File: src/hdl/fpqd_pkg.sv
// ----------------------------------------------------------------------------
// fpqd_pkg - shared definitions for the ready-queue dispatcher
// Action and status codes, the queue entry type, saturation limits and
// the ordering rule used when a priority insert walks the queue.
// ----------------------------------------------------------------------------
package fpqd_pkg;

  localparam int QUEUE_DEPTH_DEF = 16;

  // action codes
  localparam logic [1:0] ACT_INSERT   = 2'd0;
  localparam logic [1:0] ACT_DISPATCH = 2'd1;
  localparam logic [1:0] ACT_CLEAR    = 2'd2;

  // status codes
  localparam logic [1:0] STAT_OK      = 2'd0;
  localparam logic [1:0] STAT_FULL    = 2'd1;
  localparam logic [1:0] STAT_EMPTY   = 2'd2;
  localparam logic [1:0] STAT_CLEARED = 2'd3;

  localparam logic [47:0] MAX32 = 48'h0000_FFFF_FFFF;
  localparam logic [47:0] MAX48 = 48'hFFFF_FFFF_FFFF;
  localparam logic [15:0] DONE_MAX = 16'hFFFF;

  typedef logic [4:0] fill_t;

  typedef struct packed {
    logic [15:0] id;
    logic [7:0]  pri;
    logic [15:0] burst;
  } entry_t;

  // new entry goes in front of e when it has higher priority, or equal
  // priority and a lower id
  function automatic logic beats(input entry_t n, input entry_t e);
    return (n.pri > e.pri) || ((n.pri == e.pri) && (n.id < e.id));
  endfunction

endpackage

File: src/hdl/fpqd_ram.sv
// ----------------------------------------------------------------------------
// fpqd_ram - generic single-write, single-read memory
// One write port and one read port, read data registered.
// ----------------------------------------------------------------------------
module fpqd_ram #(
  parameter int WIDTH = 8,
  parameter int DEPTH = 16,
  localparam int AW = (DEPTH > 1) ? $clog2(DEPTH) : 1
) (
  input  logic             clk,
  input  logic             we,
  input  logic [AW-1:0]    waddr,
  input  logic [WIDTH-1:0] wdata,
  input  logic             re,
  input  logic [AW-1:0]    raddr,
  output logic [WIDTH-1:0] rdata
);

  logic [WIDTH-1:0] mem_r [DEPTH];

  always_ff @(posedge clk) begin
    if (we) begin
      mem_r[waddr] <= wdata;
    end
    if (re) begin
      rdata <= mem_r[raddr];
    end
  end

endmodule

File: src/hdl/fpqd_satadd.sv
// ----------------------------------------------------------------------------
// fpqd_satadd - shared saturating adder
// One 48-bit add with a selectable ceiling of 2^32-1 or 2^48-1; the
// sequencer uses it for the new clock and for both running totals.
// ----------------------------------------------------------------------------
module fpqd_satadd (
  input  logic [47:0] a,
  input  logic [47:0] b,
  input  logic        wide,
  output logic [47:0] y
);

  logic [48:0] sum;
  logic [48:0] limit;

  always_comb begin
    sum   = {1'b0, a} + {1'b0, b};
    limit = wide ? {1'b0, fpqd_pkg::MAX48} : {1'b0, fpqd_pkg::MAX32};
    if (sum > limit) begin
      y = limit[47:0];
    end else begin
      y = sum[47:0];
    end
  end

endmodule

File: src/hdl/fcfs_priority_ready_queue_dispatcher.sv
// ----------------------------------------------------------------------------
// fcfs_priority_ready_queue_dispatcher - non-preemptive FCFS/priority dispatcher
// Ready queue in a circular RAM, one sequencer and one shared saturating adder.
// ----------------------------------------------------------------------------
// The ready queue lives in a single-port-read RAM addressed as a ring, so a
// dispatch only moves the head pointer. An item is taken when the sequencer
// is idle; the result then waits in an output register while the next item
// is already accepted. Per item up to a loaded result: an insert in FCFS mode
// or into an empty queue writes the tail; a priority insert walks the N queued
// entries (a read state, then an evaluate-and-rewrite state, for each entry,
// as the RAM read is registered) and then writes the tail; a dispatch reads
// the head, then makes one adder pass each for clock, waiting total and turnaround total; other items go straight out.
// ----------------------------------------------------------------------------
module fcfs_priority_ready_queue_dispatcher #(
  parameter int QUEUE_DEPTH = fpqd_pkg::QUEUE_DEPTH_DEF
) (
  input  logic        clk,
  input  logic        rst_n,
  input  logic        cfg_we,
  input  logic        cfg_priority_mode,
  input  logic        in_valid,
  output logic        in_stall,
  input  logic [1:0]  in_action,
  input  logic [15:0] in_proc_id,
  input  logic [7:0]  in_proc_priority,
  input  logic [15:0] in_proc_burst,
  output logic        out_valid,
  input  logic        out_stall,
  output logic [1:0]  out_status,
  output logic [15:0] out_run_id,
  output logic [31:0] out_start_time,
  output logic [31:0] out_finish_time,
  output logic [31:0] out_waiting_time,
  output logic [31:0] out_turnaround_time,
  output logic [47:0] out_total_waiting,
  output logic [47:0] out_total_turnaround,
  output logic [15:0] out_done_count,
  output logic [4:0]  out_queue_fill
);

  localparam int AW = $clog2(QUEUE_DEPTH);
  localparam int CW = $clog2(QUEUE_DEPTH + 1);
  localparam int EW = $bits(fpqd_pkg::entry_t);
  localparam logic [AW:0]   DEPTH_W = (AW + 1)'(QUEUE_DEPTH);
  localparam logic [CW-1:0] DEPTH_C = CW'(QUEUE_DEPTH);
  localparam logic [AW-1:0] HEAD_LAST = AW'(QUEUE_DEPTH - 1);

  localparam logic [3:0] ST_IDLE    = 4'd0;
  localparam logic [3:0] ST_SCAN_RD = 4'd1;
  localparam logic [3:0] ST_SCAN_EV = 4'd2;
  localparam logic [3:0] ST_TAIL    = 4'd3;
  localparam logic [3:0] ST_D_RD    = 4'd4;
  localparam logic [3:0] ST_D_FIN   = 4'd5;
  localparam logic [3:0] ST_D_SW    = 4'd6;
  localparam logic [3:0] ST_D_ST    = 4'd7;
  localparam logic [3:0] ST_EMIT    = 4'd8;

  function automatic logic [AW-1:0] phys(input logic [AW-1:0] base,
                                         input logic [AW-1:0] off);
    logic [AW:0] s;
    s = {1'b0, base} + {1'b0, off};
    if (s >= DEPTH_W) begin
      s = s - DEPTH_W;
    end
    return s[AW-1:0];
  endfunction

  // control state
  logic [3:0]    state_r, state_nxt;
  logic          prio_mode_r;
  logic [CW-1:0] count_r, count_nxt;
  logic [AW-1:0] head_r, head_nxt;
  logic [31:0]   clock_r, clock_nxt;
  logic [47:0]   sum_w_r, sum_w_nxt;
  logic [47:0]   sum_t_r, sum_t_nxt;
  logic [15:0]   done_r, done_nxt;
  logic          out_valid_r, out_valid_nxt;

  // working payload
  logic [CW-1:0]        k_r, k_nxt;
  logic                 shifting_r, shifting_nxt;
  fpqd_pkg::entry_t     carry_r, carry_nxt;
  logic [1:0]           status_r, status_nxt;
  logic [15:0]          rid_r, rid_nxt;
  logic [31:0]          start_r, start_nxt;
  logic [31:0]          finish_r, finish_nxt;

  // result register
  logic [1:0]  o_status_r;
  logic [15:0] o_rid_r;
  logic [31:0] o_start_r;
  logic [31:0] o_finish_r;
  logic [47:0] o_sum_w_r;
  logic [47:0] o_sum_t_r;
  logic [15:0] o_done_r;
  logic [4:0]  o_fill_r;
  logic        o_load;

  // RAM and adder hookup
  logic             ram_we;
  logic [AW-1:0]    ram_waddr;
  logic [EW-1:0]    ram_wdata;
  logic             ram_re;
  logic [AW-1:0]    ram_raddr;
  logic [EW-1:0]    ram_rdata;
  fpqd_pkg::entry_t rd_entry;
  logic [47:0]      add_a, add_b, add_y;
  logic             add_wide;
  logic             in_acc;
  logic             beat;

  fpqd_ram #(
    .WIDTH (EW),
    .DEPTH (QUEUE_DEPTH)
  ) u_queue_ram (
    .clk   (clk),
    .we    (ram_we),
    .waddr (ram_waddr),
    .wdata (ram_wdata),
    .re    (ram_re),
    .raddr (ram_raddr),
    .rdata (ram_rdata)
  );

  fpqd_satadd u_satadd (
    .a    (add_a),
    .b    (add_b),
    .wide (add_wide),
    .y    (add_y)
  );

  assign rd_entry = fpqd_pkg::entry_t'(ram_rdata);
  // hold off transactions while in reset
  assign in_stall = !rst_n || (state_r != ST_IDLE);
  assign in_acc   = in_valid && !in_stall;
  assign beat     = shifting_r || fpqd_pkg::beats(carry_r, rd_entry);

  always_comb begin
    unique case (state_r)
      ST_D_FIN: begin
        add_a    = {16'd0, clock_r};
        add_b    = {32'd0, rd_entry.burst};
        add_wide = 1'b0;
      end
      ST_D_SW: begin
        add_a    = sum_w_r;
        add_b    = {16'd0, start_r};
        add_wide = 1'b1;
      end
      default: begin
        add_a    = sum_t_r;
        add_b    = {16'd0, finish_r};
        add_wide = 1'b1;
      end
    endcase
  end

  always_comb begin
    state_nxt     = state_r;
    count_nxt     = count_r;
    head_nxt      = head_r;
    clock_nxt     = clock_r;
    sum_w_nxt     = sum_w_r;
    sum_t_nxt     = sum_t_r;
    done_nxt      = done_r;
    k_nxt         = k_r;
    shifting_nxt  = shifting_r;
    carry_nxt     = carry_r;
    status_nxt    = status_r;
    rid_nxt       = rid_r;
    start_nxt     = start_r;
    finish_nxt    = finish_r;
    out_valid_nxt = out_valid_r;
    o_load        = 1'b0;
    ram_we        = 1'b0;
    ram_waddr     = phys(head_r, k_r[AW-1:0]);
    ram_wdata     = carry_r;
    ram_re        = 1'b0;
    ram_raddr     = phys(head_r, k_r[AW-1:0]);

    if (out_valid_r && !out_stall) begin
      out_valid_nxt = 1'b0;
    end

    unique case (state_r)
      ST_IDLE: begin
        if (in_acc) begin
          rid_nxt      = '0;
          start_nxt    = '0;
          finish_nxt   = '0;
          k_nxt        = '0;
          shifting_nxt = 1'b0;
          carry_nxt    = '{id: in_proc_id, pri: in_proc_priority, burst: in_proc_burst};
          status_nxt   = fpqd_pkg::STAT_OK;
          state_nxt    = ST_EMIT;
          unique case (in_action)
            fpqd_pkg::ACT_INSERT: begin
              if (count_r >= DEPTH_C) begin
                status_nxt = fpqd_pkg::STAT_FULL;
              end else if (prio_mode_r && (count_r != '0)) begin
                state_nxt = ST_SCAN_RD;
              end else begin
                state_nxt = ST_TAIL;
              end
            end
            fpqd_pkg::ACT_DISPATCH: begin
              if (count_r == '0) begin
                status_nxt = fpqd_pkg::STAT_EMPTY;
              end else begin
                state_nxt = ST_D_RD;
              end
            end
            fpqd_pkg::ACT_CLEAR: begin
              count_nxt  = '0;
              head_nxt   = '0;
              clock_nxt  = '0;
              sum_w_nxt  = '0;
              sum_t_nxt  = '0;
              done_nxt   = '0;
              status_nxt = fpqd_pkg::STAT_CLEARED;
            end
            default: begin
              status_nxt = fpqd_pkg::STAT_OK;
            end
          endcase
        end
      end
      ST_SCAN_RD: begin
        ram_re    = 1'b1;
        state_nxt = ST_SCAN_EV;
      end
      ST_SCAN_EV: begin
        // once the slot is found, ripple every later entry one place back
        if (beat) begin
          ram_we       = 1'b1;
          carry_nxt    = rd_entry;
          shifting_nxt = 1'b1;
        end
        k_nxt = k_r + 1'b1;
        if ((k_r + 1'b1) == count_r) begin
          state_nxt = ST_TAIL;
        end else begin
          state_nxt = ST_SCAN_RD;
        end
      end
      ST_TAIL: begin
        ram_we    = 1'b1;
        ram_waddr = phys(head_r, count_r[AW-1:0]);
        count_nxt = count_r + 1'b1;
        state_nxt = ST_EMIT;
      end
      ST_D_RD: begin
        ram_re    = 1'b1;
        ram_raddr = head_r;
        state_nxt = ST_D_FIN;
      end
      ST_D_FIN: begin
        rid_nxt    = rd_entry.id;
        start_nxt  = clock_r;
        finish_nxt = add_y[31:0];
        clock_nxt  = add_y[31:0];
        head_nxt   = (head_r == HEAD_LAST) ? '0 : head_r + 1'b1;
        count_nxt  = count_r - 1'b1;
        if (done_r != fpqd_pkg::DONE_MAX) begin
          done_nxt = done_r + 1'b1;
        end
        state_nxt = ST_D_SW;
      end
      ST_D_SW: begin
        sum_w_nxt = add_y;
        state_nxt = ST_D_ST;
      end
      ST_D_ST: begin
        sum_t_nxt = add_y;
        state_nxt = ST_EMIT;
      end
      ST_EMIT: begin
        // hold until the output register is free
        if (!out_valid_r || !out_stall) begin
          o_load        = 1'b1;
          out_valid_nxt = 1'b1;
          state_nxt     = ST_IDLE;
        end
      end
      default: begin
        state_nxt = ST_IDLE;
      end
    endcase
  end

  always_ff @(posedge clk) begin
    if (!rst_n) begin
      state_r     <= ST_IDLE;
      prio_mode_r <= 1'b0;
      count_r     <= '0;
      head_r      <= '0;
      clock_r     <= '0;
      sum_w_r     <= '0;
      sum_t_r     <= '0;
      done_r      <= '0;
      out_valid_r <= 1'b0;
    end else begin
      state_r     <= state_nxt;
      count_r     <= count_nxt;
      head_r      <= head_nxt;
      clock_r     <= clock_nxt;
      sum_w_r     <= sum_w_nxt;
      sum_t_r     <= sum_t_nxt;
      done_r      <= done_nxt;
      out_valid_r <= out_valid_nxt;
      if (cfg_we) begin
        prio_mode_r <= cfg_priority_mode;
      end
    end
  end

  always_ff @(posedge clk) begin
    k_r        <= k_nxt;
    shifting_r <= shifting_nxt;
    carry_r    <= carry_nxt;
    status_r   <= status_nxt;
    rid_r      <= rid_nxt;
    start_r    <= start_nxt;
    finish_r   <= finish_nxt;
    if (o_load) begin
      o_status_r <= status_r;
      o_rid_r    <= rid_r;
      o_start_r  <= start_r;
      o_finish_r <= finish_r;
      o_sum_w_r  <= sum_w_r;
      o_sum_t_r  <= sum_t_r;
      o_done_r   <= done_r;
      o_fill_r   <= fpqd_pkg::fill_t'(count_r);
    end
  end

  assign out_valid            = out_valid_r;
  assign out_status           = o_status_r;
  assign out_run_id           = o_rid_r;
  assign out_start_time       = o_start_r;
  assign out_finish_time      = o_finish_r;
  assign out_waiting_time     = o_start_r;
  assign out_turnaround_time  = o_finish_r;
  assign out_total_waiting    = o_sum_w_r;
  assign out_total_turnaround = o_sum_t_r;
  assign out_done_count       = o_done_r;
  assign out_queue_fill       = o_fill_r;

  a_count_bound: assert property (@(posedge clk) disable iff (!rst_n)
    count_r <= DEPTH_C)
    else $error("queue count beyond depth");

  a_head_bound: assert property (@(posedge clk) disable iff (!rst_n)
    {1'b0, head_r} < DEPTH_W)
    else $error("head pointer out of range");

  a_scan_in_queue: assert property (@(posedge clk) disable iff (!rst_n)
    (state_r == ST_SCAN_EV) |-> (k_r < count_r))
    else $error("scan index past queue tail");

  a_no_write_on_dispatch: assert property (@(posedge clk) disable iff (!rst_n)
    (state_r == ST_D_RD || state_r == ST_D_FIN || state_r == ST_D_SW ||
     state_r == ST_D_ST) |-> !ram_we)
    else $error("queue written during dispatch");

  a_finish_after_start: assert property (@(posedge clk) disable iff (!rst_n)
    $rose(out_valid_r) |-> (o_finish_r >= o_start_r))
    else $error("finish time before start time");

endmodule

File: config.mk
export PLATFORM = sky130hd
export DESIGN_NAME = fcfs_priority_ready_queue_dispatcher
export DESIGN_NICKNAME = d
export VERILOG_FILES = /design/src/hdl/fpqd_pkg.sv /design/src/hdl/fpqd_ram.sv /design/src/hdl/fpqd_satadd.sv /design/src/hdl/fcfs_priority_ready_queue_dispatcher.sv
export SDC_FILE = /design/constraint.sdc
export NUM_CORES = 1
export LEC_CHECK = 0
export ABC_AREA = 1
export BUFFER_PORTS_ARGS = -buffer_cell sky130_fd_sc_hd__buf_2
export CAP_MARGIN = 15
export CORE_ASPECT_RATIO = 0.9
export CORE_UTILIZATION = 52
export CTS_CLUSTER_DIAMETER = 60
export CTS_CLUSTER_SIZE = 28
export DETAILED_ROUTE_END_ITERATION = 6
export PLACE_DENSITY = 0.68
export SYNTH_ARGS = -nofsm -noshare
export SYNTH_HDL_FRONTEND = slang
export SYNTH_HIERARCHICAL = 1
export SYNTH_SLANG_ARGS = --single-unit
File: constraint.sdc
create_clock -name clk -period 30.7 [get_ports clk]
set_input_delay 0 -clock clk [delete_from_list [all_inputs] [get_ports clk]]
set_output_delay 0 -clock clk [all_outputs]
set_load 0.02 [all_outputs]
* Yosys cells after proc, flatten, opt, wreduce, memory -nomap -nowiden
Memories as Yosys holds them, arrays and structs flattened. A register that Yosys moved wholly into a read port is not among the register bits. Cells that the tools add are included.
Storage, ports and cells: flip-flop bits (word level) 486, bits in writable memories 640, input port bits 48, output and inout bits 265, logic and storage cells 156, memories 1
Memories:
- u_queue_ram.mem_r | words 16, bits a word 40, rd ports 1, clocked after Yosys merged registers in 1, write ports 1, line fpqd_ram.sv:19 | logic [WIDTH-1:0] mem_r [DEPTH];
Cells by class: $add $sub $neg 10, order comparisons 6, equality and inequality tests 19, muxes and demuxes 60, reduce and logical (&&, ||, !) cells 34
Operators with widths (count):
- 48-bit one-hot mux with 2 select lines | 3
- 32-bit one-hot mux with 2 select lines | 4
- 48-bit 2-to-1 mux | 4
- 32-bit 2-to-1 mux | 3
- 40-bit 2-to-1 mux | 2
- 40-bit one-hot mux with 2 select lines | 1
- 16-bit 2-to-1 mux | 4
- 16-bit one-hot mux with 2 select lines | 2
- 48-bit by 32-bit adder with 49-bit output | 1
- 49-bit greater-than comparator | 1
- 4-bit 2-to-1 mux | 11
- 4-bit one-hot mux with 8 select lines | 1
- 16-bit by 1-bit adder with 16-bit output (second input constant) | 1
- 4-bit by 3-bit == test with 1-bit output (second input constant) | 4
- 16-bit less-than comparator | 1
- 16-bit != test (second input constant) | 1
- 4-bit one-hot mux with 2 select lines | 2
- 5-bit greater-or-equal comparator (second input constant) | 3
- 5-bit 2-to-1 mux | 3
- 5-bit one-hot mux with 3 select lines | 1
- 3-bit AND reduction | 5
- 1-bit 2-to-1 mux | 12
- 4-bit by 4-bit adder with 5-bit output | 2
- 5-bit by 1-bit adder with 5-bit output (second input constant) | 2
- 30 further kinds | 55

* Longest topological paths before layout
depth after elaboration 8, depth in mapped cells 46, mapped depth without buffers 44

* Cells and area by module
The synthesis kept the hierarchy.
Modules (own cells, without submodules):
- fpqd_ram | times used 1, cells each 2643, area each 28691.3 sq um, seq. area each 20419.6 sq um
- fcfs_priority_ready_queue_dispatcher | times used 1, cells each 1799, area each 19545.0 sq um, seq. area each 13002.5 sq um
- fpqd_satadd | times used 1, cells each 859, area each 4372.9 sq um, seq. area each 0.0 sq um

* Worst setup path after synthesis
Ideal clock, no wire load.
path kind flip-flop to flip-flop, start register state_r[1], end register o_done_r[0] (netlist: out_done_count[0]), enable pin, setup time 0.825 ns, data arrival time 10.205 ns, required time 29.875 ns, path slack 19.670 ns, stages on the path, launching flop included 6, buffers on the path 0, clock period less this slack 11.030 ns, cell sequence dfxtp_1 > inv_2 > nand2_2 > inv_1 > nand3_1 > a21oi_1
Between the ends: longest elaborated chain between the ends 2
RTL lines:
- start: declaration | line fcfs_priority_ready_queue_dispatcher.sv:69 | logic [3:0] state_r, state_nxt;
- start signal: assignment | line fcfs_priority_ready_queue_dispatcher.sv:303 | state_r <= state_nxt;
- 4-bit == test | line fcfs_priority_ready_queue_dispatcher.sv:185 | unique case (state_r)
- 1-bit 2-to-1 mux | line fcfs_priority_ready_queue_dispatcher.sv:185
- net o_load | line fcfs_priority_ready_queue_dispatcher.sv:97 | logic o_load;
- end signal: assignment | line fcfs_priority_ready_queue_dispatcher.sv:332 | o_done_r <= done_r;
- end: declaration | line fcfs_priority_ready_queue_dispatcher.sv:95 | logic [15:0] o_done_r;
The timed path passes the listed nets, and every way through them passes these cells. A chain may end at the register's enable or synchronous reset.

* Final worst setup path
start register state_r[1], end register clock_r[19]
Between the ends: longest elaborated chain between the ends 6, elaborated cells on any way between the ends 18, classes of those cells add/sub: 1; order compare: 1; eq/ne: 4; mux: 5; reduce/logical: 7
RTL lines:
- 4-bit by 3-bit == test with 1-bit output | line fcfs_priority_ready_queue_dispatcher.sv:139 | unique case (state_r)
- 48-bit one-hot mux with 2 select lines * | line fcfs_priority_ready_queue_dispatcher.sv:139
- net add_a[0] | line fcfs_priority_ready_queue_dispatcher.sv:107 | logic [47:0] add_a, add_b, add_y;
- 48-bit by 32-bit adder with 49-bit output * | line fpqd_satadd.sv:17 | sum = {1'b0, a} + {1'b0, b};
- 49-bit greater-than comparator | line fpqd_satadd.sv:19 | if (sum > limit) begin
- 48-bit 2-to-1 mux * | line fpqd_satadd.sv:19
- net add_y[19] | line fcfs_priority_ready_queue_dispatcher.sv:107
- 32-bit one-hot mux with 2 select lines * | line fcfs_priority_ready_queue_dispatcher.sv:185
- net clock_nxt[19] | line fcfs_priority_ready_queue_dispatcher.sv:73 | logic [31:0] clock_r, clock_nxt;
- end signal: assignment | line fcfs_priority_ready_queue_dispatcher.sv:306 | clock_r <= clock_nxt;
- end: declaration | line fcfs_priority_ready_queue_dispatcher.sv:73
The timed path passes the listed nets; every way through them passes the cells marked *.

==> key figures <==
CTS
  – Clk Latency, worst-skew pair: 0.70 ns
  – Worst-case clock buffer depth: 3
  – Worst-path clk slew: 0.10 ns
  – CTS tree: done
  – Max H-tree Level: 3
  – TritonCTS buffer count: 79
  – # clock sinks: 1,166
  – Root Buffer: clkbuf_16

Cells and area
  – Multi-input gate area: 0.01476 sq mm
  – Area Overhead vs Synth: 10.67%
  – FF+latch area: 0.03342 sq mm
  – Non-Filler Instances: 6,928
  – Filler cells: 8,420
  – Layout cells sized above 1: 10.40%
  – Commonest non-fill, non-tap cell in the layout: nand2_1
  – Post-route core utilization: 58.11%
  – Most frequent cells in the layout: nand2_1 (1,544), edfxtp_1 (1,007), inv_1 (780)
  – N_diodes: 0
  – Nets: 5,671

STA
  – Fin. max-slew vios: 0
  – Setup TNS: 0 ns
  – Min Hold Slack: 0.09335 ns
  – RSZ-0062 raised after global routing: false
  – Skew final: 0.03886 ns
  – Fin. Hold Viols: 0
  – Final Cycle Share: 25.79%
  – Worst slew pin tran: 1.152 ns
  – Crit path time final: 7.919 ns
  – Max transition margin: 23.21%
  – Fmax: 0.1263 GHz
  – Final-report setup violation count: 0

Setup path
  – Worst path slowest cell: buf_4
  – Critical path type: reg2reg
  – CP max FO: 61
  – CP peak stage delay: 0.79 ns
  – Crit path top cell by count: nand2_1
  – Setup crit end kind: flip-flop
  – CP Data Required Time: 31.23 ns
  – Critical path arrival: 8.45 ns
  – Critical Path Start Type: flip-flop

Die
  – Initial Util: 52.51%
  – Row count: 110
  – Die Wd: 337.3 um
  – Die H: 303.8 um
  – Die ar.: 0.1024 sq mm
  – # IOs: 313
  – Core Box Area: 0.1002 sq mm

Logic synthesis
  – Synth Instances: 5,301
  – Asr flop ratio synth: 0%
  – Synthesized area: 0.05261 sq mm
  – Synth Flop Type: edfxtp_1
  – Yosys Warn Count: 6
  – Synth Register Bits: 1,166
  – Post-synth EDFFs: 1,007
  – Sequential share of the synthesized area: 63.53%
  – Mapped Avg Cell Area: 9.924 sq um
  – Unique masters post-synth: 57

Global route
  – First-pass GRT wire length: 208,200 um
  – Largest net degree at the start of global routing: 155
  – Grt ovf: 0
  – Initial antenna violation count: 1
  – GRT Total Usage: 26.79%
  – Vias in the first global route: 34,950

Pwr
  – PwrDens: 56.49 mW/mm^2
  – Worst vdd ir: 0.04122 mV
  – Comb power frac: 9.1%
  – Sequential Power Share: 55.2%
  – Sw frac: 26.87%
  – Internal Pwr Total: 2.405 mW
  – Clk pwr share: 35.7%
  – Tot Pwr: 3.289 mW
  – Leakage dissipation: 24.56 nW
  – Switching power: 883.6 uW

Job
  – Max_cap viols: 0

Route
  – Routed wire length: 138,800 um
  – 1st-pass router iterations: 6
  – DRT iter0 DRCs: 3,986
  – Vias/cell: 5.413
  – Via count: 37,500
  – DR WL/cell: 20.04 um
  – Routed Antenna Nets: 0
  – DRC Markers: 0

Placement
  – Placed cells: 6,735
  – Post-DP HPWL: 82,360 um
  – Routability cong.: 0.9770
  – Port Buffer Count: 312

Min path
  – HP Class: in2reg

Status
  – Status: finished, final reports clean
synth_stat cells, types with 25 or more instances:
master | instances | area (sq um)
a21oi_1 | 215 | 1076
a221o_1 | 32 | 320.3
buf_2 | 89 | 445.4
buf_4 | 92 | 690.7
clkbuf_1 | 65 | 244.0
dfxtp_1 | 159 | 3183
edfxtp_1 | 1007 | 30240
ha_1 | 99 | 1239
inv_1 | 782 | 2935
nand2_1 | 1548 | 5811
nand3_1 | 618 | 3093
nand4_1 | 30 | 187.7
nor2_1 | 258 | 968.4
o21ai_0 | 70 | 350.3
xor2_1 | 25 | 219.0
what timing repair did:
action / 4_1_cts / 5_1_grt
gates resized for setup: 0 / 0
endpoints found under the hold margin: 85 / 0
setup buffers: 0 / 0
hold buffers: 48 / 0
cell families after synthesis:
logic type	share of synthesized area (%)
other cells	0.007128
simple gates	19.98
flops	63.53
compound gates	4.428
xor+xnor	0.6160
fa+ha+maj	2.507
buf+inv	8.930
layout make-up:
| type | instances | area share (%) |
|---|---|---|
| inverter | 798 | 5.170 |
| timing repair buffer | 411 | 4.186 |
| clock inverter | 63 | 1.564 |
| clock buffer | 82 | 3.432 |
| multi-input combinational | 3064 | 25.36 |
| tap | 1344 | 2.888 |
| sequential | 1166 | 57.40 |
routing by layer:
layer  share of wire [%]  wire, um  global-route usage, %
met1                  44     60400                  39.27
met2                  45     62530                  40.93
met3                 8.3     11580                  4.250
met4                 3.1      4337                  8.362
met5                   0         0                      0
worst paths after layout:
kind	startpoint	endpoint	slack, ns	cells after the start
worst max-delay path	state_r[1]	clock_r[19]	22.78	42
worst min-delay path	cfg_we	prio_mode_r	0.09	4
worst max register to register	state_r[1]	clock_r[19]	22.78	42
worst min register to register	rid_r[15]	out_run_id[15]	0.42	0
power groups by stage:
stage / registers (mW) / logic [mW] / clock network, mW
floorplan: 1.88 / 0.178 / 0
global placement: 1.85 / 0.288 / 0
detailed placement: 1.85 / 0.292 / 0
CTS: 1.82 / 0.298 / 1.19
global route: 1.82 / 0.324 / 1.24
finish: 1.82 / 0.299 / 1.17
sequential cells by signal, indices dropped and copies added, names as in the netlist, 16 cells and up:
register	count
u_queue_ram/mem_r	640
out_run_id	16
done_r	16
carry_r	40
finish_r	32
u_queue_ram/rdata	40
out_total_turnaround	48
start_r	32
out_done_count	16
sum_t_r	48
out_total_waiting	48
rid_r	16
out_finish_time	32
sum_w_r	48
out_start_time	32
clock_r	32
worst max-delay path: cells and delay by family (launching register included):
family / cells / cell delay, ns
adders and majority gates: 3 / 0.80
and+or+nand+nor: 28 / 4.01
xor gates and xnor gates: 1 / 0.17
AOI/OAI and AO/OA: 4 / 0.79
buffers and inverters: 6 / 1.45
DFF: 1 / 0.40
through the flow:
step,setup slack (ns),cell area (sq um)
final,22.78,58220
after global routing,22.29,58220
after CTS,23.15,58220
after detailed placement,23.18,54840
after global placement,23.24,54840
after floorplan,19.67,52670
Note: power is estimated with default switching activity, not from simulation.
